===== src/sv/nttw_pkg.sv =====
// shared constants and types for the ntt twiddle factor generator
// modulus, montgomery constants, power table geometry, build sequencer states
// no dependencies
`default_nettype none

package nttw_pkg;

  localparam int unsigned FieldW = 23;

  // q = 2^23 - 2^13 + 1
  localparam logic [FieldW-1:0] Q = 23'((64'd1 << 23) - (64'd1 << 13) + 64'd1);
  // -q^-1 mod 2^32
  localparam logic [31:0] QinvNeg = 32'd4236238847;
  localparam logic [31:0] Low32Mask = 32'd4294967295;

  localparam int unsigned PrimitiveRoot = 1753;
  localparam int unsigned MaxLevel = 8;

  localparam int unsigned TableDepth = 512;
  localparam int unsigned TableAddrW = $clog2(TableDepth);
  localparam logic [TableAddrW-1:0] TableLast = TableAddrW'(TableDepth - 1);

  // montgomery form constants, R = 2^32
  localparam logic [FieldW-1:0] MontOne = 23'((64'd1 << 32) % 64'(Q));
  localparam logic [FieldW-1:0] MontRoot = 23'((64'(PrimitiveRoot) << 32) % 64'(Q));
  localparam logic [FieldW-1:0] HalfMont =
    23'((((64'(Q) + 64'd1) / 64'd2) << 32) % 64'(Q));

  // register stages inside the montgomery multiplier
  localparam int unsigned MulLatency = 4;

  typedef enum logic [1:0] {
    BldIssue,
    BldWait,
    BldDone
  } bld_state_t;

  // item data carried next to the multiplier
  typedef struct packed {
    logic              valid;
    logic              cmd;
    logic              in_range;
    logic [FieldW-1:0] fwd;
  } side_t;

endpackage

`default_nettype wire


===== src/sv/nttw_mont_mul.sv =====
// pipelined montgomery multiplier mod q with R = 2^32, four register stages
// product, redc quotient, redc sum, final conditional subtract
// depends on nttw_pkg
`default_nettype none

module nttw_mont_mul (
  input  wire logic                       clk,
  input  wire logic                       rst,
  input  wire logic                       en,
  input  wire logic                       valid_in,
  input  wire logic [nttw_pkg::FieldW-1:0] a,
  input  wire logic [nttw_pkg::FieldW-1:0] b,
  output logic                            valid_out,
  output logic      [nttw_pkg::FieldW-1:0] result
);

  logic        v1, v2, v3;
  logic [45:0] p1, p2;
  logic [31:0] m2;
  logic [23:0] t3;

  always_ff @(posedge clk) begin
    if (rst) begin
      v1        <= 1'b0;
      v2        <= 1'b0;
      v3        <= 1'b0;
      valid_out <= 1'b0;
    end else if (en) begin
      v1        <= valid_in;
      v2        <= v1;
      v3        <= v2;
      valid_out <= v3;
    end
  end

  always_ff @(posedge clk) begin
    if (en) begin
      p1 <= 46'(a) * 46'(b);
      p2 <= p1;
      // low 32 bits only
      m2 <= 32'(p1[31:0] * nttw_pkg::QinvNeg) & nttw_pkg::Low32Mask;
      t3 <= 24'((56'(p2) + 56'(m2) * 56'(nttw_pkg::Q)) >> 32);
      result <= (t3 >= 24'(nttw_pkg::Q)) ? 23'(t3 - 24'(nttw_pkg::Q)) : t3[22:0];
    end
  end

endmodule

`default_nettype wire


===== config.mk =====
export PLATFORM = sky130hd
export DESIGN_NAME = nttw_mont_mul
export DESIGN_NICKNAME = d
export VERILOG_FILES = /design/src/sv/nttw_pkg.sv /design/src/sv/nttw_mont_mul.sv
export SDC_FILE = /design/constraint.sdc
export NUM_CORES = 2
export LEC_CHECK = 0
export BUFFER_PORTS_ARGS = -buffer_cell sky130_fd_sc_hd__buf_4
export CORE_MARGIN = 3
export CORE_UTILIZATION = 58
export CTS_CLUSTER_SIZE = 20
export DETAILED_ROUTE_END_ITERATION = 10
export PLACE_DENSITY = 0.74
export SKIP_CTS_REPAIR_TIMING = 1
export SLEW_MARGIN = 20
export SYNTH_ARGS = -nofsm -noshare
export SYNTH_HDL_FRONTEND = slang
export SYNTH_SLANG_ARGS = --single-unit

===== constraint.sdc =====
create_clock -name clk -period 14.4 [get_ports clk]
set_input_delay 0.72 -clock clk [delete_from_list [all_inputs] [get_ports clk]]
set_output_delay 0.72 -clock clk [all_outputs]
set_load 0.005 [all_outputs]

# Word level (Yosys, flattened, before mapping)
# Index checks and enable logic that the tools add are counted.
# Widths: inputs -> output; s select.
dict set report classes {
  mux 1
  add_sub_neg 2
  order_cmp 1
  multipliers 3
}
# op n
set op_table {}
lappend op_table {{$add 46x55->56} 1}
lappend op_table {{$mul 32x23->55 const B} 1}
lappend op_table {{$mul 23x23->46} 1}
lappend op_table {{$mul 32x27->32 const B} 1}
lappend op_table {{$ge 24x23->1 const B} 1}
lappend op_table {{$mux 23} 1}
lappend op_table {{$sub 23x23->23 const B} 1}
dict set report totals {
  ff_bits 175
  word_cells 16
  inputBits 50
}

# Logic depth before layout (Yosys ltp)
dict set report depth {
  word_depth 2
  depth_mapped 27
  depth_no_buf 25
}

# Worst setup path before layout
# OpenSTA, ideal clock, no wires.
dict set report synth_path {
  kind {input-to-reg}
  startpoint {input port b[2] in the netlist's numbering}
  endpoint {register p1[44], data pin}
  setup_ps 265
  stages 25
  t_arrival_ps 7079
  path_slack_ps 7056
  path_cell_list {clkbuf_1 nand2_1 fa_1 fa_1 fa_1 inv_1 fa_1 inv_1 fa_1 inv_1 fa_1 inv_1 fa_1 inv_1 ha_1 clkbuf_1 a2111o_1 a31o_1 o211ai_1 o311ai_1 o21a_1 a311o_1 a211oi_2 o21ai_0 xor2_1}
}
dict set report synth_via {
  elab_chain_cells 1
}
# item line
set synth_lines {}
lappend synth_lines {{from (decl)} nttw_mont_mul.sv:12} ;# input wire logic [nttw_pkg::FieldW-1:0] b,
lappend synth_lines {{$mul 23x23->46} nttw_mont_mul.sv:38} ;# p1 <= 46'(a) * 46'(b);
lappend synth_lines {{to (signal assigned)} nttw_mont_mul.sv:38}
lappend synth_lines {{to (decl)} nttw_mont_mul.sv:18} ;# logic [45:0] p1, p2;
# Every way passes these cells.
# A chain may end at the register's enable or synchronous reset.

# Worst setup path in the final report
dict set report layout_path {
  startpoint {input port a[13] in the netlist's numbering}
  endpoint {register p1[44], data pin}
}
dict set report layout_via {
  elab_chain_cells 1
}
# item line
set layout_lines {}
lappend layout_lines {{from (decl)} nttw_mont_mul.sv:11} ;# input wire logic [nttw_pkg::FieldW-1:0] a,
lappend layout_lines {{$mul 23x23->46} nttw_mont_mul.sv:38}
# Every way passes these cells.

==> results_dict.tcl <==
set metrics [dict create \
    crit_arrival_ps 7580 \
    async_flop_share 0 \
    htree_levels 4 \
    cp-start-kind "input pin" \
    cts_buffer_depth 2 \
    worstReg2RegEnd "m2[31]$_DFFE_PP_" \
    antenna_found_initial 1 \
    r2r_slack_ps 7040 \
    synthFlopType "edfxtp_1" \
    layout.nets 5627 \
    gp_congestion 0.944 \
    setup_tns_ps 0 \
    die_w_um 277 \
    hp-class "reg2reg" \
    drt-wirelength-per-cell_um 18.6 \
    synth_cells 4062 \
    fp.coreArea_um2 72200 \
    crit_fanout 23 \
    critPathLaunch "a[13]" \
    skew_ps 12.1 \
    ys_ff_latch 174 \
    drv_slew 0 \
    clk_latency_ps 450 \
    drive_gt1_frac 0.0285 \
    ios 74 \
    fin_crit_sh 0.513 \
    synth_edf_count 170 \
    vias 27000 \
    fin_area_um2 44600 \
    syn-mean-instance-area_um2 10.5 \
    grt_max_degree 95 \
    outcome "complete, no violations" \
    start_util 0.591 \
    worstReg2RegStart "p1[7]$_DFFE_PP_" \
    place_area_um2 44000 \
    area_delta_synth_final_pct 4.58 \
    numCtsBuffers 17 \
    seq_area_frac_synth 0.122 \
    worstSetupEndpoint "p1[44]$_DFFE_PP_" \
    final_common_cell "inv_1" \
    cts_root_buf "clkbuf_16" \
    grt-ovfl-total 0 \
    wl_um 93200 \
    ys_warn_count 0 \
    crit_required_ps 14600 \
    postRouteAntennaNets 0 \
    worst_r2r_path_depth 21 \
    first_iter_violations 1658 \
    portBuffers 73 \
    worst_pin_slew_ps 991 \
    first_pass_iters 5 \
    via_per_inst 5.37 \
    die_area_um2 76800 \
    grt_usage 0.254 \
    min_period_ps 7390 \
    first_global_vias 29400 \
    dp_hpwl_um 80100 \
    fp-row-count 98 \
    syn_area_um2 42700 \
    diodes 0 \
    path_clk_slew_ps 70 \
    finalHoldViolations 0 \
    dp_cells 4989 \
    grt_first_pass_wirelength_um 154000 \
    cts_tree "done" \
    max_freq_ghz 0.135 \
    relSlewSlack 0.339 \
    fin_cells 5021 \
    rsz0062_at_grt "no" \
    synth_nets 5631 \
    drc_errors 0 \
    worstSetupPathType "in2reg" \
    max_cap_viol_count 0 \
    die_h_um 277 \
    critPathCaptureType "flop" \
    final_cell_mix "1099 x inv_1, 953 x fa_1, 566 x ha_1" \
    synth_cell_types 66 \
    finalSetupViolCount 0 \
    cts.sinks 174 \
]
stage by stage:
stage	setup WS (ps)	utilization	hold slack (ps)
after global placement	6670	0.610	402
after floorplan	7060	-	400
after detailed placement	6590	0.610	406
final	7010	0.618	422
after global routing	6750	0.618	435
after CTS	7010	0.618	424
kinds of logic after synthesis:
family | Yosys count | synth area share
xor+xnor | 148 | 0.0304
mux | 4 | 0.000939
compound gates | 275 | 0.0438
simple gates | 744 | 0.0845
fa+ha+maj | 1519 | 0.613
buf+inv | 1198 | 0.105
flops | 174 | 0.122
registers in the layout, summed over array words and instances (netlist names):
signal,count
p1,46
v1,1
p2,46
m2,31
v2,1
v3,1
result,23
t3,24
valid_out,1
worst max-delay path, cell delays in order:
cell and delay [ps]:
buf_4 280, nand2_1 130, fa_1 570, fa_1 450, fa_1 540, inv_1 60
fa_1 500, inv_1 50, fa_1 520, inv_1 50, fa_1 470, inv_1 50
fa_1 470, inv_1 40, ha_1 370, a2111o_1 400, a31o_1 200, o211ai_1 100
o311ai_1 260, o21a_1 270, a311o_1 380, a211oi_2 330, o21ai_0 170, xor2_1 170
final cells by class:
class | instances | area, µm²
Multi-Input combinational cell | 2690 | 33000
Fill cell | 5916 | 27600
Sequential cell | 174 | 5180
Inverter | 1099 | 4130
Tap cell | 950 | 1190
Timing Repair Buffer | 76 | 574
Clock buffer | 20 | 437
Clock inverter | 12 | 124
worst min path at each step:
stage	from	slack, ps	to	depth (start not counted)
finish	p1[44]$_DFFE_PP_	420	p2[44]$_DFFE_PP_	0
global route	p1[45]$_DFFE_PP_	440	p2[45]$_DFFE_PP_	0
CTS	p1[44]$_DFFE_PP_	420	p2[44]$_DFFE_PP_	0
detailed placement	p1[44]$_DFFE_PP_	410	p2[44]$_DFFE_PP_	0
global placement	p1[45]$_DFFE_PP_	400	p2[45]$_DFFE_PP_	0
floorplan	p1[32]$_DFFE_PP_	400	p2[32]$_DFFE_PP_	0
synth_stat cells, types with 7 or more instances:
library cell     n  area (µm²)
inv_1         1099        4130
fa_1           953       19100
ha_1           566        7080
nand2_1        353        1330
and2_1         232        1450
edfxtp_1       170        5100
xnor2_1        100         876
clkbuf_1        96         360
a21oi_1         81         405
nor2_1          57         214
a21o_1          54         405
o21ai_0         50         250
xor2_1          48         420
nor3_1          20         100
nand3_1         18        90.1
and3_1          16         100
a211oi_1        14         105
nand4_1         14        87.6
nand2b_1         9        56.3
o21bai_1         9        67.6
a211o_1          7        61.3
o21a_1           7        52.6
per-layer routing:
layer  vias to the layer above  share of wire  GRT usage  wire length, µm
met2                       886           0.49      0.424            45200
met5                         -        0.00013          0               12
met3                       141          0.069     0.0485             6460
met4                         2          0.024     0.0629             2230
li1                      12200              -          -                -
met1                     13700           0.42      0.346            39300
Power is left out: the tool's default activity adds up to more than one toggle a clock period on the data nets, which glitch-free logic cannot reach.
